### config.mk
export PLATFORM = sky130hd
export DESIGN_NAME = meter_frame_deframer_unit
export DESIGN_NICKNAME = d
export VERILOG_FILES = /design/src/hw/rtl/mfd_pkg.sv /design/src/hw/rtl/mfd_cell.sv /design/src/hw/rtl/meter_frame_deframer_unit.sv
export SDC_FILE = /design/constraint.sdc
export NUM_CORES = 1
export LEC_CHECK = 0
export ABC_AREA = 1
export BUFFER_PORTS_ARGS = -buffer_cell sky130_fd_sc_hd__buf_2
export CAP_MARGIN = 20
export CORE_AREA = 2 2 262 213
export DETAILED_ROUTE_END_ITERATION = 12
export DIE_AREA = 0 0 264 215
export GPL_ROUTABILITY_DRIVEN = 1
export HOLD_SLACK_MARGIN = 0.06
export PLACE_DENSITY = 0.74
export SLEW_MARGIN = 20
export SYNTH_ARGS = -nofsm -noshare
export SYNTH_HDL_FRONTEND = slang
export SYNTH_SLANG_ARGS = --single-unit
export TNS_END_PERCENT = 50
### constraint.sdc
create_clock -name clk -period 31.6 [get_ports clk]
set_clock_uncertainty 0.2 [all_clocks]
set_input_delay 1.58 -clock clk [delete_from_list [all_inputs] [get_ports clk]]
set_output_delay 1.58 -clock clk [all_outputs]
set_load 0.05 [all_outputs]
### src/hw/rtl/mfd_pkg.sv
// ----------------------------------------------------------------------------
// Meter frame deframer package
// Byte codes, frame layout constants and the control bundle of a window cell.
// ----------------------------------------------------------------------------
package mfd_pkg;

  // Frame delimiter and coding bytes.
  localparam logic [7:0] SYNC_BYTE     = 8'h68;
  localparam logic [7:0] END_BYTE      = 8'h16;
  localparam logic [7:0] DATA_BIAS     = 8'h33;
  localparam logic [7:0] PREAMBLE_BYTE = 8'hFE;

  // Header plus trailer length, and the largest data field that is accepted.
  localparam int HDR_TRL_LEN = 12;
  localparam int MAX_DATA    = 20;

  // Control bundle that the top level hands to every window cell.
  typedef struct packed {
    logic shift;   // take the neighbor's byte and running sum
    logic check;   // this cell may start a frame that ends with the new beat
    logic head;    // youngest cell: the running sum restarts at zero
  } cell_ctrl_t;

endpackage

### src/hw/rtl/mfd_cell.sv
// ----------------------------------------------------------------------------
// Meter frame deframer window cell
// Holds one received byte and the sum of it and all younger bytes but the youngest,
// and flags when it is the opening sync byte of a complete, valid frame.
// ----------------------------------------------------------------------------
module mfd_cell (
  input  logic               clk,
  input  mfd_pkg::cell_ctrl_t ctrl,
  input  logic [7:0]         prev_byte,
  input  logic [7:0]         prev_sum,
  input  logic [7:0]         head_byte,
  input  logic [7:0]         tap7,
  input  logic [7:0]         tap9,
  input  logic [7:0]         expect_len,
  output logic [7:0]         cell_byte,
  output logic [7:0]         cell_sum,
  output logic               hit
);

  // On a shift the cell takes its neighbor's byte, and the neighbor's running sum plus
  // the byte that was youngest before the shift; in the youngest cell the sum restarts at zero.
  always_ff @(posedge clk) begin
    if (ctrl.shift) begin
      cell_byte <= prev_byte;
      cell_sum  <= ctrl.head ? 8'd0 : 8'(prev_sum + head_byte);
    end
  end

  // A start candidate needs both sync bytes, the length that fits its age and
  // a sum of the frame bytes that equals the checksum byte.
  assign hit = ctrl.check
            && (cell_byte == mfd_pkg::SYNC_BYTE)
            && (tap7 == mfd_pkg::SYNC_BYTE)
            && (tap9 == expect_len)
            && (cell_sum == head_byte);

endmodule

### src/hw/rtl/meter_frame_deframer_unit.sv
// ----------------------------------------------------------------------------
// Meter frame deframer
// Finds 0x68-framed meter frames in a stream of received bytes and delivers
// their data bytes with the control byte, address and length of the frame.
// ----------------------------------------------------------------------------
//  Channel | Handshake            | Payload
//  --------+----------------------+----------------------------------------------
//  rx      | rx_valid / rx_stall  | rx_byte
//  res     | res_valid / res_stall| ctrl_code, meter_address, data_count,
//          |                      | data_position, data_value, no_data,
//          |                      | last_of_frame
//
// A byte that completes no frame is handled in order: every cell of the window
// is checked in parallel, then the byte is shifted into the cell chain. A
// preamble byte on an empty window is dropped without entering the chain.
// A completed frame walks the chain out to its oldest cell, then leaves at
// one beat per cycle while res_stall does not hold the output register.
// The window is read out through the oldest cell only, so no byte is taken
// until the last result beat is loaded into the output register.
// Reset empties the window and drops any pending result; a res_stall only
// holds the output register and the readout behind it.
module meter_frame_deframer_unit #(
  parameter int FRAME_CAP = 32
) (
  input  logic        clk,
  input  logic        rst,
  input  logic        rx_valid,
  output logic        rx_stall,
  input  logic [7:0]  rx_byte,
  output logic        res_valid,
  input  logic        res_stall,
  output logic [7:0]  ctrl_code,
  output logic [47:0] meter_address,
  output logic [4:0]  data_count,
  output logic [4:0]  data_position,
  output logic [7:0]  data_value,
  output logic        no_data,
  output logic        last_of_frame
);

  localparam int AW = $clog2(FRAME_CAP);
  localparam int CW = $clog2(FRAME_CAP + 1);
  localparam logic [AW-1:0] TOP = AW'(FRAME_CAP - 1);
  localparam logic [CW-1:0] CAP = CW'(FRAME_CAP);

  // Header byte offsets from the opening sync byte.
  localparam logic [3:0] HDR_ADDR0 = 4'd1;
  localparam logic [3:0] HDR_CTRL  = 4'd8;
  localparam logic [3:0] HDR_LEN   = 4'd9;

  typedef enum logic [2:0] {
    S_IDLE,
    S_EVAL,
    S_SEEK,
    S_HEAD,
    S_EMIT
  } state_t;

  state_t          state;
  logic [CW-1:0]   fill_count;
  logic [CW-1:0]   fill_eff;
  logic [7:0]      rx_q;
  logic [FRAME_CAP-1:0] hit;
  logic [FRAME_CAP-1:0] hit_q;
  logic [AW-1:0]   enc;
  logic [AW-1:0]   pos;
  logic [3:0]      hdr;
  logic [4:0]      idx;
  logic [7:0]      hdr_ctrl;
  logic [47:0]     hdr_addr;
  logic [7:0]      hdr_len;
  logic [7:0]      win_byte [FRAME_CAP];
  logic [7:0]      win_sum  [FRAME_CAP];
  logic [7:0]      top_byte;
  logic            rx_fire;
  logic            preamble;
  logic            shift_all;
  logic            out_free;
  logic            load_out;
  logic            emit_last;

  // Input handshake and preamble skip.
  assign rx_stall = (state != S_IDLE);
  assign rx_fire  = rx_valid && !rx_stall;
  assign preamble = (fill_count == '0) && (rx_byte == mfd_pkg::PREAMBLE_BYTE);

  // A full window loses its oldest byte first, so that cell is never a start.
  assign fill_eff = (fill_count == CAP) ? CW'(FRAME_CAP - 1) : fill_count;

  // Output register control.
  assign out_free  = !res_valid || !res_stall;
  assign load_out  = (state == S_EMIT) && out_free;
  assign emit_last = (hdr_len == 8'd0) || (idx == 5'(hdr_len[4:0] - 5'd1));
  assign top_byte  = win_byte[FRAME_CAP-1];

  // The whole chain moves together: on insert of a byte that completes no frame,
  // while seeking the frame start, through the header and once per data beat.
  assign shift_all = ((state == S_EVAL) && !(|hit_q))
                  || ((state == S_SEEK) && (pos != TOP))
                  || (state == S_HEAD)
                  || (load_out && (hdr_len != 8'd0));

  // Cell chain, youngest byte at index 0.
  for (genvar j = 0; j < FRAME_CAP; j++) begin : g_cell
    localparam logic [7:0] LEN = (j >= 10) ? 8'(j - 10) : 8'd0;
    localparam bit START_OK = (j >= mfd_pkg::HDR_TRL_LEN - 2)
                           && (j <= mfd_pkg::MAX_DATA + mfd_pkg::HDR_TRL_LEN - 2);
    mfd_pkg::cell_ctrl_t cc;
    logic [7:0] pb;
    logic [7:0] ps;
    logic [7:0] t7;
    logic [7:0] t9;

    if (j == 0) begin : g_head
      assign pb = rx_q;
      assign ps = 8'd0;
    end else begin : g_body
      assign pb = win_byte[j-1];
      assign ps = win_sum[j-1];
    end

    if (j >= 7) begin : g_t7
      assign t7 = win_byte[j-7];
    end else begin : g_n7
      assign t7 = 8'd0;
    end

    if (j >= 9) begin : g_t9
      assign t9 = win_byte[j-9];
    end else begin : g_n9
      assign t9 = 8'd0;
    end

    assign cc.shift = shift_all;
    assign cc.check = START_OK && rx_fire && (rx_byte == mfd_pkg::END_BYTE)
                   && (CW'(j) < fill_eff);
    assign cc.head  = (j == 0);

    mfd_cell u_cell (
      .clk        (clk),
      .ctrl       (cc),
      .prev_byte  (pb),
      .prev_sum   (ps),
      .head_byte  (win_byte[0]),
      .tap7       (t7),
      .tap9       (t9),
      .expect_len (LEN),
      .cell_byte  (win_byte[j]),
      .cell_sum   (win_sum[j]),
      .hit        (hit[j])
    );
  end

  // The oldest matching start wins.
  always_comb begin
    enc = '0;
    for (int j = 0; j < FRAME_CAP; j++) begin
      if (hit_q[j]) begin
        enc = AW'(j);
      end
    end
  end

  // Sequencer, fill count and output register.
  always_ff @(posedge clk) begin
    if (rst) begin
      state      <= S_IDLE;
      fill_count <= '0;
      res_valid  <= 1'b0;
    end else begin
      case (state)
        S_IDLE: begin
          if (rx_fire && !preamble) begin
            state <= S_EVAL;
          end
        end
        S_EVAL: begin
          if (|hit_q) begin
            fill_count <= '0;
            state      <= S_SEEK;
          end else begin
            if (fill_count != CAP) begin
              fill_count <= fill_count + 1'b1;
            end
            state <= S_IDLE;
          end
        end
        S_SEEK: begin
          if (pos == TOP) begin
            state <= S_HEAD;
          end
        end
        S_HEAD: begin
          if (hdr == HDR_LEN) begin
            state <= S_EMIT;
          end
        end
        S_EMIT: begin
          if (load_out && emit_last) begin
            state <= S_IDLE;
          end
        end
        default: begin
          state <= S_IDLE;
        end
      endcase

      if (load_out) begin
        res_valid <= 1'b1;
      end else if (res_valid && !res_stall) begin
        res_valid <= 1'b0;
      end
    end

    // Datapath registers need no reset.
    if (rx_fire) begin
      rx_q  <= rx_byte;
      hit_q <= hit;
    end

    if (state == S_EVAL) begin
      pos <= enc;
    end else if ((state == S_SEEK) && (pos != TOP)) begin
      pos <= pos + 1'b1;
    end

    if (state == S_SEEK) begin
      hdr <= '0;
    end else if (state == S_HEAD) begin
      hdr <= hdr + 1'b1;
    end

    // Header capture as the bytes pass the oldest cell.
    if (state == S_HEAD) begin
      for (int i = 0; i < 6; i++) begin
        if (hdr == 4'(HDR_ADDR0 + 4'(i))) begin
          hdr_addr[8*i +: 8] <= top_byte;
        end
      end
      if (hdr == HDR_CTRL) begin
        hdr_ctrl <= top_byte;
      end
      if (hdr == HDR_LEN) begin
        hdr_len <= top_byte;
      end
      idx <= '0;
    end

    if (load_out) begin
      idx           <= idx + 1'b1;
      ctrl_code     <= hdr_ctrl;
      meter_address <= hdr_addr;
      data_count    <= hdr_len[4:0];
      data_position <= (hdr_len == 8'd0) ? 5'd0 : idx;
      data_value    <= (hdr_len == 8'd0) ? 8'd0 : 8'(top_byte - mfd_pkg::DATA_BIAS);
      no_data       <= (hdr_len == 8'd0);
      last_of_frame <= emit_last;
    end
  end

  // The window never holds more bytes than it has cells.
  a_fill_bound: assert property (@(posedge clk) disable iff (rst)
    fill_count <= CAP)
    else $error("fill count beyond window size");

  // A detected frame empties the window.
  a_match_clears: assert property (@(posedge clk) disable iff (rst)
    (state == S_EVAL) && (|hit_q) |=> (fill_count == '0))
    else $error("window not emptied after frame match");

  // Only frames with a legal data length reach the readout.
  a_len_legal: assert property (@(posedge clk) disable iff (rst)
    (state == S_EMIT) |-> (hdr_len <= 8'(mfd_pkg::MAX_DATA)))
    else $error("data length out of range during readout");

  // The final beat of a frame hands the sequencer back to the input side.
  a_last_idle: assert property (@(posedge clk) disable iff (rst)
    load_out && emit_last |=> (state == S_IDLE) && res_valid && last_of_frame)
    else $error("sequencer not idle after final beat");

endmodule
Word-level counts from Yosys, hierarchy flattened
Index checks and enable logic that the tools add are counted.
{"block": "totals", "in_bits": 12, "output_inout_bits": 78, "word_cells": 414, "regBits": 681}
{"block": "classes", "n_lt_le_gt_ge": 21, "reduce_logical": 146, "mux": 36, "n_addsub": 35, "n_eq_ne": 92}
{"operator": "$add A8 B8 Y8", "count": 29}
{"operator": "$eq A8 B7 Y1 const B", "count": 28}
{"operator": "$eq A8 B8 Y1", "count": 21}
{"operator": "$logic_and A1 B1 Y1", "count": 115}
{"operator": "$mux W5", "count": 19}
{"operator": "$lt A5 B6 Y1 const A", "count": 15}
{"operator": "$eq A8 B4 Y1 const B", "count": 8}
{"operator": "$eq A8 B5 Y1 const B", "count": 6}
{"operator": "$lt A4 B6 Y1 const A", "count": 6}
{"operator": "$eq A8 B3 Y1 const B", "count": 4}
{"operator": "$mux W4", "count": 6}
{"operator": "$reduce_or A21 Y1", "count": 1}
{"operator": "$mux W6", "count": 3}
{"operator": "$reduce_and A2 Y1", "count": 9}
{"operator": "$eq A8 B2 Y1 const B", "count": 2}
{"operator": "$logic_not A8 Y1", "count": 2}
{"operator": "$pmux W3 S5", "count": 1}
{"operator": "$eq A4 B3 Y1 const B", "count": 3}
{"operator": "$mux W3", "count": 4}
{"operator": "$add A5 B1 Y5 const B", "count": 2}
{"operator": "$eq A4 B2 Y1 const B", "count": 2}
{"operator": "$eq A4 B4 Y1 const B", "count": 2}
{"operator": "$eq A8 B1 Y1 const B", "count": 1}
{"operator": "$eq A8 B8 Y1 const B", "count": 1}
{"operator": "other kinds (25)", "count": 40}

Depth between registers and ports, before layout
{"block": "logic_depth", "depth_word": 22, "mapped_depth": 21, "ltp_nobuf": 21}

Hierarchy
Synthesis repeated with hierarchy kept, for this count alone.
{"block": "unflattened", "hier_cells": 6283, "area_unflattened_um2": 46736.1}
{"module": "mfd_cell at g_cell[0].u_cell ...", "seq_area_each_um2": 480.5, "n_inst": 18, "cells_each": 180, "area_each_um2": 1223.7}
{"module": "mfd_cell at g_cell[26].u_cell ...", "seq_area_each_um2": 480.5, "n_inst": 13, "cells_each": 177, "area_each_um2": 1213.7}
{"module": "meter_frame_deframer_unit", "seq_area_each_um2": 5985.7, "n_inst": 1, "cells_each": 566, "area_each_um2": 7716.2}
{"module": "mfd_cell at g_cell[9].u_cell", "seq_area_each_um2": 480.5, "n_inst": 1, "cells_each": 176, "area_each_um2": 1216.2}

Least setup slack after synthesis
OpenSTA, ideal clock, no wires.
{"block": "synth_timing", "kind": "input to register", "from": "input res_stall", "to": "register g_cell[0].u_cell.cell_byte[0] (enable)", "slack_ns": 4.543, "n_path_buf": 0, "cell_stages": 3, "setup_ns": 1.501, "t_arrival_ns": 25.356, "required_time_ns": 29.899, "path_cell_list": "nand2_1 -> nand2_1 -> o2111ai_1"}
{"block": "synth_via", "elab_chain_len": 5}
{"element": "start: declaration", "line": "meter_frame_deframer_unit.sv:31", "rtl": "input logic res_stall,"}
{"element": "$logic_not A1 Y1", "line": "meter_frame_deframer_unit.sv:91", "rtl": "assign out_free = !res_valid || !res_stall;"}
{"element": "$logic_or A1 B1 Y1", "line": "meter_frame_deframer_unit.sv:91"}
{"element": "$logic_and A1 B1 Y1", "line": "meter_frame_deframer_unit.sv:92", "rtl": "assign load_out = (state == S_EMIT) && out_free;"}
{"element": "$logic_and A1 B1 Y1", "line": "meter_frame_deframer_unit.sv:101", "rtl": "|| (load_out && (hdr_len != 8'd0));"}
{"element": "$logic_or A1 B1 Y1", "line": "meter_frame_deframer_unit.sv:101"}
{"element": "via shift_all", "line": "meter_frame_deframer_unit.sv:77", "rtl": "logic shift_all;"}
{"element": "end signal: assignment", "line": "mfd_cell.sv:24", "rtl": "cell_byte <= prev_byte;"}
{"element": "end: declaration", "line": "mfd_cell.sv:15", "rtl": "output logic [7:0] cell_byte,"}
The timed path passes the listed nets, and every way through them passes these cells.
A chain may end at the register's enable or synchronous reset.

Worst setup path in the final report
{"block": "layout_timing", "from": "register state[1]", "to": "register g_cell[9].u_cell.cell_byte[7] (enable)"}
{"block": "layout_via", "elab_chain_len": 5, "elab_cells_between_ends": 11, "classes_between": "4 x eq/ne; 7 x reduce/logical"}
{"element": "start: declaration", "line": "meter_frame_deframer_unit.sv:59", "rtl": "state_t state;"}
{"element": "start signal: assignment", "line": "meter_frame_deframer_unit.sv:167", "rtl": "state <= S_IDLE;"}
{"element": "start signal: assignment", "line": "meter_frame_deframer_unit.sv:174", "rtl": "state <= S_EVAL;"}
{"element": "start signal: assignment", "line": "meter_frame_deframer_unit.sv:180", "rtl": "state <= S_SEEK;"}
{"element": "$eq A3 B1 Y1 or $eq A3 B2 Y1 (tied branches)", "line": "meter_frame_deframer_unit.sv:98, meter_frame_deframer_unit.sv:99"}
{"element": "$logic_and A1 B1 Y1, on equally long branches", "line": "meter_frame_deframer_unit.sv:98, meter_frame_deframer_unit.sv:99"}
{"element": "$logic_or A1 B1 Y1", "line": "meter_frame_deframer_unit.sv:99", "rtl": "|| ((state == S_SEEK) && (pos != TOP))"}
{"element": "$logic_or A1 B1 Y1", "line": "meter_frame_deframer_unit.sv:100", "rtl": "|| (state == S_HEAD)"}
{"element": "$logic_or A1 B1 Y1 *", "line": "meter_frame_deframer_unit.sv:101"}
{"element": "via shift_all", "line": "meter_frame_deframer_unit.sv:77"}
{"element": "end signal: assignment", "line": "mfd_cell.sv:24"}
{"element": "end: declaration", "line": "mfd_cell.sv:15"}
Mark *: on every way through the listed nets, which the timed path passes. The rest lies on a longest branch.

==> summary.md <==
| Metric | Value |
|---|---|
| Syn-to-layout area delta | `12.1%` |
| FF-to-FF Start | `state[1]` |
| Total power | `0.00400 W` |
| Fin. max-slew vios | `0` |
| Achievable frequency | `0.238 GHz` |
| WP data arrival | `4230 ps` |
| Post-Synthesis Cells | `2,335` |
| Mapped cell area | `0.0311 sq mm` |
| TritonRoute pass-1 iters | `7` |
| Endpoints failing setup | `0` |
| Min Tclk post-route | `4200 ps` |
| Sequential share of the synthesized area | `65.4%` |
| Slew margin rel. | `20.7%` |
| H-tree depth | `3` |
| CTS sink cnt | `681` |
| Post-synth EDFFs | `667` |
| Post-Place Worst Slack | `26,590 ps` |
| Clk buf depth | `3` |
| Cell variety after synth | `52` |
| Routed vias/inst | `5.63` |
| Initial drt markers | `1,805` |
| HP Start | `hdr_addr[37]` |
| Proportion of synthesized flip-flops having asynchronous set or reset | `0%` |
| GRT Util Overall | `22.3%` |
| DR WL/cell | `19.1 microns` |
| DR vias | `18,400` |
| Grt total ovfl | `0` |
| Final GP Congestion | `0.851` |
| Measured slew at the worst slew-check pin | `1180 ps` |
| Period utilization | `13.3%` |
| RR Endpoint | `g_cell[9].u_cell.cell_byte[7]` |
| Yosys warns | `0` |
| WS Path Type | `flip-flop to flip-flop` |
| Full die area | `0.0568 sq mm` |
| Setup TNS | `0 ps` |
| Class of the worst hold path | `flip-flop to flip-flop` |
| Max FO, Critical Path | `96` |
| Cell Chain, Critical Path | `nand2_1 > nor2_1 > clkinv_1 > o2111ai_4 > buf_4 > buf_6` |
| Hold Fails Final Rpt | `0` |
| Hold Buf Count CTS | `0` |
| Buffering stage count on the worst path with inverters included | `3` |
| Share of cells above drive strength 1 | `9.98%` |
| R2R depth | `6` |
| Hold path endpoint | `meter_address[37]` |
| Antenna-violating nets left | `0` |
| Post-synth net total | `2,590` |
| Startpoint types | `flip-flop` |
| Synth Area per Inst | `13.3 sq um` |
| Core Area | `0.0543 sq mm` |
| Diode count | `0` |
| PostCTS Resize Cnt | `0` |
| Critical path required time | `31,630 ps` |
| IO Pins | `90` |
| IO buf count | `89` |
| Final net count | `2,759` |
| Vias in the first global route | `18,600` |
| Worst setup EP type | `flip-flop` |
| CTS tree | `yes` |
| CTS clk-pin slew, worst paths | `60 ps` |
| Power Dens Cells | `115 mW/mm^2` |
| CP max-delay cell | `buf_4` |
| Chip width | `264 microns` |
| Synth area leaders | `edfxtp_1, ha_1, xor2_1` |
| Worst Slack Setup Final | `27,400 ps` |
| RSZ-0062 raised after global routing | `no` |
| Initial Util | `57.2%` |
| Area leader, netlist | `edfxtp_1` |
| Initial antenna violation count | `1` |
| Post-synth top cells | `edfxtp_1, inv_1, ha_1, nand2_1, a21oi_1` |
| Row Count | `77` |
| R2r setup slk | `27,400 ps` |
| Worst IR Drop VDD | `75.1 uV` |
| Hold depth | `0` |
| DP HPWL | `41.4 mm` |
| Ys flop type | `edfxtp_1` |
| Status | `finished, final reports clean` |
| Non-Filler Instances | `3,267` |
| Cell family with most CP delay | `buffers and inverters` |
| Post-CTS Setup Bufs | `0` |
| Clock root cell | `clkbuf_16` |
| Wire length of the first global-routing pass | `98.8 mm` |
| Count leader, synth | `edfxtp_1` |
| Top cell type's share of synthesized area | `64.5%` |
| Number of synthesized register bits | `681` |
| Largest net degree at the start of global routing | `209` |
| Min Hold Slack | `208 ps` |
| Worst skew pair latency | `610 ps` |
| Max-capacitance violation count | `0` |
| Slowest cell delay on critical path | `880 ps` |
| DRC errors left | `0` |
| Num CTS Buffers | `66` |
| Final wirelength | `62.4 mm` |
| Inst Count DP | `3,146` |
| Die Ht | `215 microns` |
| Static Leak | `13.2 nW` |
==> cells by family after synthesis <==
kind of cell             share of synthesized area, %
flip-flops                                       65.4
AND/OR/NAND/NOR                                  9.22
buffers and inverters                            3.82
AO/OA/AOI/OAI                                    5.07
adder cells (fa/ha/maj)                          10.5
XOR/XNOR                                         6.06
==> routing by layer <==
metal  global-route usage, %  wire, microns  vias up
met5                       0              0        -
met4                    7.29           1810        0
met3                    4.19           4250      129
met2                    36.9          29900      590
met1                    30.1          26400     8968
li1                        -              -     8711
==> how the worst max path moves through the flow <==
stage | slack [ps] | cells after the start | to | startpoint
after floorplan | 4540 | 3 | g_cell[0].u_cell.cell_byte[0] | res_stall
after detailed placement | 26590 | 6 | g_cell[1].u_cell.cell_byte[0] | res_stall
after global routing | 27030 | 6 | g_cell[1].u_cell.cell_byte[4] | state[1]
after global placement | 26660 | 6 | g_cell[1].u_cell.cell_byte[0] | res_stall
final | 27400 | 6 | g_cell[9].u_cell.cell_byte[7] | state[1]
after CTS | 27230 | 6 | g_cell[1].u_cell.cell_byte[4] | res_stall
==> metrics by stage <==
step | instance area, sq um | utilization, %
final | 34800 | 64.1
after global placement | 32500 | 59.9
after floorplan | 31100 | -
after global routing | 34800 | 64.1
after detailed placement | 32500 | 59.9
after CTS | 34800 | 64.0
==> state kept, by name (all words and copies together), names as in the netlist, 3 cells and up <==
name	count
data_value	8
data_position	5
hdr_ctrl	8
pos	5
g_cell.u_cell.cell_byte	256
data_count	5
hdr_len	8
state	3
g_cell.pb	8
idx	5
hdr	4
ctrl_code	8
meter_address	48
hit_q	21
g_cell.u_cell.cell_sum	232
fill_count	6
hdr_addr	48
==> power breakdown <==
| group | internal (W) | switching (W) |
|---|---|---|
| clock | 0.000462 | 0.000349 |
| sequential | 0.00156 | 0.000172 |
| combinational | 0.000542 | 0.000912 |
==> worst register-to-register path: stages, from the launching register on <==
cell and delay, ps:
dfxtp_1 420, nand2_1 130, nor2_1 390, clkinv_1 550, o2111ai_4 380, buf_4 890, buf_6 810
==> area by class of cell <==
| cell class | count | area, sq um |
|---|---|---|
| multi-input combinational | 1341 | 9640 |
| tap | 711 | 890 |
| timing repair buffer | 105 | 606 |
| clock buffer | 76 | 1710 |
| clock inverter | 44 | 508 |
| inverter | 309 | 1160 |
| sequential | 681 | 20300 |
| fill | 3927 | 19500 |
==> layout by cell type (no fill, tap or decap), types with 4 or more instances in the layout <==
cell and count:
a2111oi_2 7, a21oi_1 165, buf_2 89, buf_4 12, bufinv_16 8, clkbuf_1 8
clkbuf_16 66, clkinv_1 14, clkinv_2 8, clkinvlp_4 6, dfxtp_1 14, edfxtp_1 667
fa_1 29, ha_1 214, inv_1 294, inv_2 13, nand2_1 202, nand3_1 59
nand3b_1 9, nand4_1 29, nor2_1 141, nor2_2 4, nor3_1 46, nor3_2 7
nor3b_1 4, nor4_1 65, nor4b_1 5, o21ai_0 73, o21bai_1 21, or2_2 5
or4_1 4, xnor2_1 70, xor2_1 145
No activity file was read; power rests on OpenSTA's default activity.
